### config.mk
export PLATFORM = sky130hd
export DESIGN_NAME = thumb32_load_store_dual_decode
export DESIGN_NICKNAME = d
export VERILOG_FILES = /design/src/design/t32lsd_pkg.sv /design/src/design/t32lsd_decode.sv /design/src/design/thumb32_load_store_dual_decode.sv
export SDC_FILE = /design/constraint.sdc
export NUM_CORES = 1
export LEC_CHECK = 0
export ABC_AREA = 1
export BUFFER_PORTS_ARGS = -buffer_cell sky130_fd_sc_hd__buf_2
export CAP_MARGIN = 30
export CORE_AREA = 2 2 75 77
export DETAILED_ROUTE_END_ITERATION = 8
export DIE_AREA = 0 0 77 79
export PLACE_DENSITY = 0.82
export SETUP_SLACK_MARGIN = 0.4
export SLEW_MARGIN = 0
export SYNTH_ARGS = -nofsm -noshare
export SYNTH_HDL_FRONTEND = slang
export SYNTH_SLANG_ARGS = --single-unit
### constraint.sdc
create_clock -name clk -period 3.4 [get_ports clk]
set_clock_uncertainty 0.2 [all_clocks]
set_input_delay 0.68 -clock clk [delete_from_list [all_inputs] [get_ports clk]]
set_output_delay 0.68 -clock clk [all_outputs]
set_load 0.005 [all_outputs]
### src/design/t32lsd_pkg.sv
// Shared types and codes for the Thumb-32 load/store dual, exclusive and
// table-branch decoder. No dependencies.
package t32lsd_pkg;

	localparam logic [2:0] KIND_TBRANCH = 3'd0;
	localparam logic [2:0] KIND_LDA     = 3'd1;
	localparam logic [2:0] KIND_STL     = 3'd2;
	localparam logic [2:0] KIND_LDEX    = 3'd3;
	localparam logic [2:0] KIND_STEX    = 3'd4;
	localparam logic [2:0] KIND_LDD     = 3'd5;
	localparam logic [2:0] KIND_STD     = 3'd6;

	localparam logic [1:0] SZ_BYTE = 2'd0;
	localparam logic [1:0] SZ_HALF = 2'd1;
	localparam logic [1:0] SZ_WORD = 2'd2;

	localparam logic [3:0] REG_PC = 4'hF;

	typedef struct packed {
		logic [2:0] insn_kind;
		logic [3:0] target_reg;
		logic [3:0] second_reg;
		logic [3:0] base_reg;
		logic [3:0] index_reg;
		logic [3:0] status_reg;
		logic [1:0] xfer_size;
		logic [9:0] offset;
		logic       add_offset;
		logic       pre_offset;
		logic       write_back;
		logic       acq_exclusive;
	} dec_result_t;

endpackage

### src/design/t32lsd_decode.sv
// Combinational field decode of one instruction of the group.
// Depends on t32lsd_pkg for the kind and size codes and the result struct.
module t32lsd_decode import t32lsd_pkg::*; (
	input  logic [15:0]  first_half,
	input  logic [15:0]  second_half,
	output dec_result_t  result
);

	logic [1:0] op1;
	logic [1:0] op2;
	logic       ld;
	logic [3:0] rt;
	logic [3:0] rt2;
	logic [3:0] variant;
	logic [9:0] imm_scaled;
	logic       is_tbranch;
	logic       is_acqrel;
	logic       is_excl;

	assign op1        = first_half[8:7];
	assign op2        = first_half[5:4];
	assign ld         = first_half[4];
	assign rt         = second_half[15:12];
	assign rt2        = second_half[11:8];
	assign variant    = second_half[7:4];
	assign imm_scaled = {second_half[7:0], 2'b00};

	assign is_tbranch = (op1 == 2'd1) && (op2 == 2'd1) && (rt == REG_PC);
	assign is_acqrel  = (rt2 == REG_PC) && variant[3];
	assign is_excl    = !op1[1] && !op2[1];

	always_comb begin
		result               = '0;
		result.target_reg    = rt;
		result.second_reg    = rt2;
		result.base_reg      = first_half[3:0];
		result.xfer_size     = SZ_WORD;
		priority if (is_tbranch) begin
			result.insn_kind   = KIND_TBRANCH;
			result.index_reg   = second_half[3:0];
			result.xfer_size   = second_half[4] ? SZ_HALF : SZ_BYTE;
		end else if (is_acqrel) begin
			result.insn_kind     = ld ? KIND_LDA : KIND_STL;
			result.acq_exclusive = variant[2];
			unique case (variant[1:0])
				2'd0:    result.xfer_size = SZ_BYTE;
				2'd1:    result.xfer_size = SZ_HALF;
				default: result.xfer_size = SZ_WORD;
			endcase
			if (!ld && variant[2]) begin
				result.status_reg = second_half[3:0];
			end
			result.add_offset = 1'b1;
		end else if (is_excl) begin
			result.insn_kind  = ld ? KIND_LDEX : KIND_STEX;
			result.add_offset = 1'b1;
			if (!first_half[7]) begin
				// Word exclusive carries a word-scaled immediate and Rd in the Rt2 slot.
				result.offset = imm_scaled;
				if (!ld) begin
					result.status_reg = rt2;
				end
			end else begin
				result.xfer_size = (second_half[5:4] == 2'd0) ? SZ_BYTE : SZ_HALF;
				if (!ld) begin
					result.status_reg = second_half[3:0];
				end
			end
		end else begin
			result.insn_kind  = ld ? KIND_LDD : KIND_STD;
			result.offset     = imm_scaled;
			result.add_offset = first_half[7];
			result.pre_offset = first_half[8];
			result.write_back = first_half[5];
		end
	end

endmodule

### src/design/thumb32_load_store_dual_decode.sv
// Top level: input register, field decode, result register.
// Flow: a transaction accepted into the input register is decoded from there, then moves into
// the result register, which drives the outputs; a stall on dec_ready can hold it in either one.
// Throughput: one transaction per cycle while dec_ready is high; each stage refills as it empties.
// Reset: arst_n low clears both stage valid flags at once; payload registers are not reset.
// Depends on t32lsd_pkg and t32lsd_decode.
module thumb32_load_store_dual_decode import t32lsd_pkg::*; (
	input  logic        clk,
	input  logic        arst_n,
	input  logic        insn_valid,
	output logic        insn_ready,
	input  logic [15:0] first_half,
	input  logic [15:0] second_half,
	output logic        dec_valid,
	input  logic        dec_ready,
	output logic [2:0]  insn_kind,
	output logic [3:0]  target_reg,
	output logic [3:0]  second_reg,
	output logic [3:0]  base_reg,
	output logic [3:0]  index_reg,
	output logic [3:0]  status_reg,
	output logic [1:0]  xfer_size,
	output logic [9:0]  offset,
	output logic        add_offset,
	output logic        pre_offset,
	output logic        write_back,
	output logic        acq_exclusive
);

	logic        valid_s1;
	logic [15:0] first_s1;
	logic [15:0] second_s1;
	logic        valid_s2;
	dec_result_t result_s2;
	dec_result_t decoded;
	logic        load_s2;
	logic        load_s1;

	// The result stage takes a new transaction whenever it is empty or being drained.
	assign load_s2    = !valid_s2 || dec_ready;
	assign load_s1    = !valid_s1 || load_s2;
	assign insn_ready = load_s1;

	always_ff @(posedge clk or negedge arst_n) begin
		if (!arst_n) begin
			valid_s1 <= 1'b0;
			valid_s2 <= 1'b0;
		end else begin
			if (load_s1) begin
				valid_s1 <= insn_valid;
			end
			if (load_s2) begin
				valid_s2 <= valid_s1;
			end
		end
	end

	always_ff @(posedge clk) begin
		if (load_s1 && insn_valid) begin
			first_s1  <= first_half;
			second_s1 <= second_half;
		end
		if (load_s2 && valid_s1) begin
			result_s2 <= decoded;
		end
	end

	t32lsd_decode u_decode (
		.first_half  (first_s1),
		.second_half (second_s1),
		.result      (decoded)
	);

	assign dec_valid     = valid_s2;
	assign insn_kind     = result_s2.insn_kind;
	assign target_reg    = result_s2.target_reg;
	assign second_reg    = result_s2.second_reg;
	assign base_reg      = result_s2.base_reg;
	assign index_reg     = result_s2.index_reg;
	assign status_reg    = result_s2.status_reg;
	assign xfer_size     = result_s2.xfer_size;
	assign offset        = result_s2.offset;
	assign add_offset    = result_s2.add_offset;
	assign pre_offset    = result_s2.pre_offset;
	assign write_back    = result_s2.write_back;
	assign acq_exclusive = result_s2.acq_exclusive;

endmodule

Word level (Yosys, flattened, before mapping) --
Cells that the tools add are included.
Storage, ports and cells: logic and storage cells 62, register bits 66
Operators by class: bitwise operators 2, multiplexer cells 19, reductions and logical operators 19, eq/ne operators 5
Operators with widths (number):
- $mux 4 | 4
- $mux 6 | 2
- $mux 11 | 1
- $mux 10 | 1
- $mux 3 | 3
- $eq 4x4->1 const B | 2
- $mux 2 | 4
- $logic_and 1x1->1 | 7
- $eq 2x1->1 const B | 3
- $reduce_or 3->1 | 2
- $logic_not 1->1 | 5
- $pmux 2 s2 | 1
- $reduce_or 2->1 | 2
- $mux 1 | 3
- $logic_not 2->1 | 1
- $logic_or 1x1->1 | 2
- $not 1->1 | 2

Depth between registers and ports, before layout --
Gate-level depths: netlist (run 1).
word-level depth 6, mapped depth 8, depth with buffers taken out 8

Modules after synthesis --
From an unflattened synthesis (run 1), not the netlist that was laid out.
Second synthesis, totals: cells, all modules 190, area total of the unflattened synthesis 2758.9 µm²
By module, submodules not included:
- thumb32_load_store_dual_decode | times used 1, sequential area each 2182.1 µm², area each 2227.1 µm², cells each 83
- t32lsd_decode | times used 1, sequential area each 0.0 µm², area each 531.8 µm², cells each 107

Least setup slack after synthesis (run 1) --
OpenSTA, ideal clock, no wires.
kind in2reg, start input dec_ready, end register result_s2 (netlist bit acq_exclusive), enable pin, library setup time 0.444 ns, data arrival time 2.547 ns, path buffers 0, slack 0.210 ns, stages 2, cells stage by stage inv_1 > a21oi_1
Between the ends: cells in the longest elaborated chain, start to end 2
RTL lines:
- start: declaration | line thumb32_load_store_dual_decode.sv:15 | input logic dec_ready,
- $logic_or 1x1->1 | line thumb32_load_store_dual_decode.sv:40 | assign load_s2 = !valid_s2 || dec_ready;
- $logic_and 1x1->1 | line thumb32_load_store_dual_decode.sv:63 | if (load_s2 && valid_s1) begin
- end signal: assignment | line thumb32_load_store_dual_decode.sv:64 | result_s2 <= decoded;
- end: declaration | line thumb32_load_store_dual_decode.sv:34 | dec_result_t result_s2;
No other way between the ends. A chain may end at the register's enable or synchronous reset.

Worst setup path in the final report (run 1) --
start input dec_ready, end output insn_ready
Between the ends: cells in the longest elaborated chain, start to end 2
RTL lines:
- $logic_or 1x1->1 | line thumb32_load_store_dual_decode.sv:40
- $logic_or 1x1->1 | line thumb32_load_store_dual_decode.sv:41 | assign load_s1 = !valid_s1 || load_s2;
- end: declaration | line thumb32_load_store_dual_decode.sv:11 | output logic insn_ready,
No other way between the ends.

==> metrics.md, run 1 <==
| Metric | Value |
|---|---|
| Post-synth EDFFs | `61` |
| Peak VDD IR | `0.277 mV` |
| Final ANT Viol Nets | `0` |
| Initial antenna violation count | `0` |
| Mean Syn Cell Area | `15.1 um^2` |
| Top_reg_cell synth | `edfxtp_1` |
| Pwr dens | `561 mW/mm^2` |
| Yosys cell types | `19` |
| Synth cell count leaders | `61 x edfxtp_1, 20 x inv_1, 18 x nand2_1, 17 x nor2_1, 10 x nand3_1` |
| Largest register by flop count | `second_s1` |
| Power Total | `1.61 mW` |
| DP HPWL | `2670 um` |
| Crit path top cell by count | `buf_2` |
| Num CTS Buffers | `9` |
| FILL cells | `480` |
| Worst hold start | `first_s1[1]` |
| Fmax | `486 MHz` |
| Worst stage delay on the critical path | `0.15 ns` |
| Syn Inst Count | `152` |
| Crit path DAT | `1.18 ns` |
| Num Clock Sinks | `63` |
| H-tree depth | `3` |
| Via Count | `1358` |
| Max-Cap Viols | `0` |
| Worst reg2reg path depth | `3` |
| Max Slew Vio Count | `0` |
| 1st-pass router iterations | `5` |
| Die Ht | `79 um` |
| Max FFs per register | `16` |
| Worst hold stages | `0` |
| Gp weighted congestion | `0.780` |
| TNS Setup | `0 ns` |
| Worst Tran Pin Value | `0.890 ns` |
| Sequential share of the synthesized area | `82.0%` |
| Slowest-stage cell, CP | `buf_2` |
| Final Non-Filler Cells | `305` |
| Critical Path RT | `2.52 ns` |
| Worst rel slew slack | `40.6%` |
| Endpoints failing setup | `0` |
| Total Die Area | `0.00608 mm^2` |
| Hold buffers post-CTS | `1` |
| Outcome | `finished clean` |
| Flops & latches, synth | `63` |
| Hold EP | `base_reg[1]` |
| Crit share post-route | `60.6%` |
| Vias in the first global route | `1311` |
| Total GRT Usage | `14.1%` |
| R2R Path Start | `dec_valid` |
| Post-DP Area | `0.00271 mm^2` |
| Worst-Skew Late Latency | `0.33 ns` |
| Post-CTS setup buffer count | `0` |
| YS warnings | `0` |
| Most common cell in the netlist | `edfxtp_1` |
| Clock Tree Buf Depth | `2` |
| Port bufs | `66` |
| Die Width | `77 um` |
| Largest net degree at the start of global routing | `38` |
| Hold crit path type | `reg -> reg` |
| TritonCTS clock tree | `yes` |
| Post-route cell area | `0.00287 mm^2` |
| Num ports | `77` |
| Share of cells above drive strength 1 | `36.1%` |
| DRT iter0 DRCs | `109` |
| Critical R2R Capture | `second_s1[4]` |
| Leak pwr | `1.22 nW` |
| Initial core utilization | `43.0%` |
| Fin nets | `266` |
| Routed wire per std cell | `12.5 um` |
| Minimum clock period | `2.06 ns` |
| Global-route wire length before repair | `6250 um` |
| Placed insts | `289` |
| CP max FO | `3` |
| Post_cts resized | `0` |
| Leading area contributor after synthesis | `edfxtp_1` |
| Final Routed Wirelength | `3810 um` |
| Clk root buf | `clkbuf_8` |
| Vias per inst | `4.45` |
| R2R Setup Slk | `1.51 ns` |
| CP endpoint kind | `output pin` |
| Area of the core | `0.00534 mm^2` |
| Ant. Diodes | `0` |
| P&R area growth vs syn | `25.0%` |
| Post-Syn Area | `0.00230 mm^2` |
| Element type at the critical path start | `input port` |
| Share of the synthesized area in the top cell type | `79.8%` |
| Cell Chain, Critical Path | `buf_2 -> inv_1 -> nand3_1 -> buf_2` |
| Hold Vio Cnt, Final | `0` |
| Synth async-reset ratio | `3.17%` |
| Synth area leaders | `edfxtp_1 80%, inv_1 3.3%, nand2_1 2.9%` |
| Row cnt | `27` |
| DRC violations left | `0` |
| Unrepaired setup endpoints after global routing | `no` |
| Critical path class | `in -> out` |
| Clock-pin slew on the worst setup and hold paths | `0.06 ns` |
| GRT overflow | `0` |
==> area by class of cell <==
cell class | count | area, um^2 | area share, %
inverters | 21 | 78.8 | 2.75
clock buffers | 13 | 139 | 4.84
multi-input cells | 66 | 324 | 11.3
well taps | 72 | 90.1 | 3.14
flip-flops and latches | 63 | 1880 | 65.6
clock inverters | 2 | 8.76 | 0.305
repair buffers | 68 | 348 | 12.1
==> power breakdown <==
group | leakage [nW] | switching (mW) | internal, mW
Sequential | 0.608 | 0.0230 | 0.941
Combinational | 0.535 | 0.0884 | 0.0574
Clock | 0.0749 | 0.244 | 0.258
Total | 1.22 | 0.355 | 1.26
==> cell families after synthesis <==
logic type	share of synthesized area, %
AO/OA/AOI/OAI	2.83
adder cells (fa/ha/maj)	0.545
buffers and inverters	4.58
flip-flops	82.0
other	0.163
AND/OR/NAND/NOR	9.92
==> how the worst max path moves through the flow <==
stage / from / end / slack [ns] / cells past startpoint
3_5_place_dp: dec_ready / second_s1[13] / 1.09 / 5
4_1_cts: dec_ready / insn_ready / 1.34 / 4
3_3_place_gp: dec_ready / second_s1[1] / 1.15 / 5
6_report: dec_ready / insn_ready / 1.34 / 4
5_1_grt: dec_ready / insn_ready / 1.31 / 4
2_1_floorplan: dec_ready / acq_exclusive / 0.95 / 2
==> layout by cell type, fill, tap and decap left out <==
cell type      netlist  routed
a21oi_1              2       1
a21oi_4              0       1
buf_2                0      66
buf_4                2       1
clkbuf_1             0       4
clkbuf_8             0       9
clkinv_1             0       1
clkinv_2             0       1
conb_1               1       2
dfrtp_1              2       2
dlygate4sd3_1        0       1
edfxtp_1            61      61
ha_1                 1       1
inv_1               20      20
inv_2                1       1
nand2_1             18      18
nand2_2              3       3
nand3_1             10      10
nor2_1              17      17
nor2_2               1       1
nor2_4               1       1
nor3_1               2       2
o21ai_0              4       4
o21ai_1              1       1
o31ai_1              4       4
==> critical path, delay by kind of cell <==
family / cells / cell delay (ns)
and+or+nand+nor: 1 / 0.13
buffers and inverters: 3 / 0.37
==> metal layers <==
layer | wire, um | track usage, % | vias up
met4 | 87 | 8.57 | 0
met3 | 227 | 5.45 | 7
met1 | 1530 | 15.2 | 626
met5 | 0 | 0 | -
met2 | 1970 | 23.7 | 45
li1 | - | - | 680
==> per-stage QoR <==
stage / setup WS [ns] / util (%) / hold WS (ns)
floorplan: 0.951 / - / 0.184
global placement: 1.15 / 50.8 / 0.202
detailed placement: 1.09 / 50.8 / 0.208
global route: 1.31 / 53.8 / 0.232
CTS: 1.34 / 53.8 / 0.224
finish: 1.34 / 53.8 / 0.221
(Power assumes the default switching activity.)
==> inputs of run 2 (changes only) <==
==> constraint.sdc (replaced) <==
create_clock -name clk -period 1.95 [get_ports clk]
set_clock_uncertainty 0.2 [all_clocks]
set_input_delay 0.39 -clock clk [delete_from_list [all_inputs] [get_ports clk]]
set_output_delay 0.39 -clock clk [all_outputs]
set_load 0.005 [all_outputs]
==> run 2 against run 1 <==
- via count up 1.7%
- sequential cell count unchanged
- cell count up 5.2%
- setup slack worse by 0.95 ns
- critical path depth up 1
- largest power group unchanged
- highest routed layer unchanged
==> metrics.md, run 2 (same netlist as run 1, synthesis figures left out) <==
| Metric | Value |
|---|---|
| Global-route wire length before repair | `6540 um` |
| Crit path DAT | `1.49 ns` |
| P&R area growth vs syn | `34.3%` |
| 1st-pass router iterations | `4` |
| CP max FO | `8` |
| Die Width | `77 um` |
| Port bufs | `66` |
| Leak pwr | `1.33 nW` |
| Multi-input logic area | `344 um^2` |
| R2R Setup Slk | `0.39 ns` |
| CP endpoint kind | `register` |
| Vias per inst | `4.30` |
| Post-DP Area | `0.00273 mm^2` |
| TritonCTS clock tree | `yes` |
| FILL cells | `453` |
| Critical Path RT | `1.89 ns` |
| Most frequent cells in the layout | `65 x buf_2, 61 x edfxtp_1, 18 x inv_1, 17 x nand2_1, 16 x nor2_1` |
| Vias in the first global route | `1408` |
| Unrepaired setup endpoints after global routing | `yes` |
| Via Count | `1381` |
| Reg area | `0.00188 mm^2` |
| Initial antenna violation count | `0` |
| Worst-Skew Late Latency | `0.33 ns` |
| Element type at the critical path start | `register` |
| GRT busiest layer | `met2` |
| H-tree depth | `3` |
| Max-Cap Viols | `0` |
| Clock-pin slew on the worst setup and hold paths | `0.06 ns` |
| Critical path class | `reg -> reg` |
| Met2 usage in global routing | `25.5%` |
| Clock Tree Buf Depth | `2` |
| Cell Chain, Critical Path | `nand2_1 -> nor2_4 -> nand2_4 -> buf_4 -> o31ai_1` |
| Most common cell after layout, fill and taps aside | `buf_2` |
| DRC violations left | `0` |
| Ant. Diodes | `0` |
| Routed wire per std cell | `13.0 um` |
| Share of cells above drive strength 1 | `42.2%` |
| DRT iter0 DRCs | `108` |
| Slowest-stage cell, CP | `edfxtp_1` |
| Max Slew Vio Count | `0` |
| Num Clock Sinks | `63` |
| Final Non-Filler Cells | `321` |
| Row cnt | `27` |
| Largest register by flop count | `second_s1` |
| Post-route cell area | `0.00308 mm^2` |
| DP HPWL | `2680 um` |
| GRT overflow | `0` |
| Hold crit path type | `in -> reg` |
| Final ANT Viol Nets | `0` |
| TNS Setup | `0 ns` |
| Minimum clock period | `1.56 ns` |
| Fin nets | `281` |
| Area of the core | `0.00534 mm^2` |
| Total Die Area | `0.00608 mm^2` |
| Grt met1 use | `16.0%` |
| Num ports | `77` |
| Die Ht | `79 um` |
| Worst stage delay on the critical path | `0.41 ns` |
| Fmax | `643 MHz` |
| Crit share post-route | `79.8%` |
| Gp weighted congestion | `0.772` |
| Num CTS Buffers | `9` |
| Pwr dens | `1020 mW/mm^2` |
| Final setup margin | `0.394 ns` |
| Clk root buf | `clkbuf_8` |
| Endpoints failing setup | `0` |
| Placed insts | `289` |
| Hold Vio Cnt, Final | `0` |
| Outcome | `finished clean` |
| Grt met3 use | `5.68%` |
| Peak VDD IR | `0.577 mV` |
| Max FFs per register | `16` |
| Total GRT Usage | `14.7%` |
| Final Routed Wirelength | `4180 um` |
| Largest net degree at the start of global routing | `38` |
| Initial core utilization | `43.0%` |
| Power Total | `3.14 mW` |
| Dpl ws | `0.0382 ns` |
-- run 2: path summary, 6_finish.rpt --
kind                                 from             to  cells after the start
max                         second_s1[11]  status_reg[2]                      5
min                        second_half[1]   second_s1[1]                      1
min in group asynchronous          arst_n      dec_valid                      2
min reg2reg                   first_s1[3]    base_reg[3]                      0
max in group asynchronous          arst_n       valid_s1                      2
max reg2reg                 second_s1[11]  status_reg[2]                      5
-- run 2: metrics by stage --
step	util (%)	hold WS, ns
3_3_place_gp	51.2	-0.0254
3_5_place_dp	51.2	-0.0237
6_report	57.8	0.0341
5_1_grt	57.8	0.0171
4_1_cts	56.2	0.0127
2_1_floorplan	-	-0.106
-- run 2: worst max-delay path, delay by kind of cell (launching register included) --
family / cells / cell delay, ns
and+or+nand+nor: 3 / 0.37
buffers and inverters: 1 / 0.16
AOI/OAI and AO/OA: 1 / 0.24
DFF: 1 / 0.41
-- run 2: repair_timing --
action | in CTS | in global routing
hold buffers | 1 | 0
cloned | 1 | 0
endpoints found under the hold margin | 2 | 0
gates resized for setup | 3 | 4
pin swaps | 1 | 2
setup endpoints to repair | 36 | 22
buffers inserted | 5 | 9
-- run 2: layout make-up --
class                   count  share of cell area (%)
flip-flops and latches     63                    61.0
inverters                  21                    2.68
multi-input cells          66                    11.2
repair buffers             82                    15.4
clock inverters             6                    2.43
repair inverters            1                   0.243
well taps                  72                    2.92
clock buffers              10                    4.14
-- run 2: power breakdown --
group	switching [mW]	internal [mW]
Sequential	0.0399	1.64
Combinational	0.172	0.139
Clock	0.449	0.702
Total	0.661	2.48
-- run 2: per-layer routing --
| layer | vias up | wire (um) | share of wire, % |
|---|---|---|---|
| li1 | 709 | - | - |
| met1 | 623 | 1610 | 39 |
| met2 | 43 | 2260 | 54 |
| met3 | 6 | 236 | 5.6 |
| met4 | 0 | 68 | 1.6 |
| met5 | - | 0 | 0 |
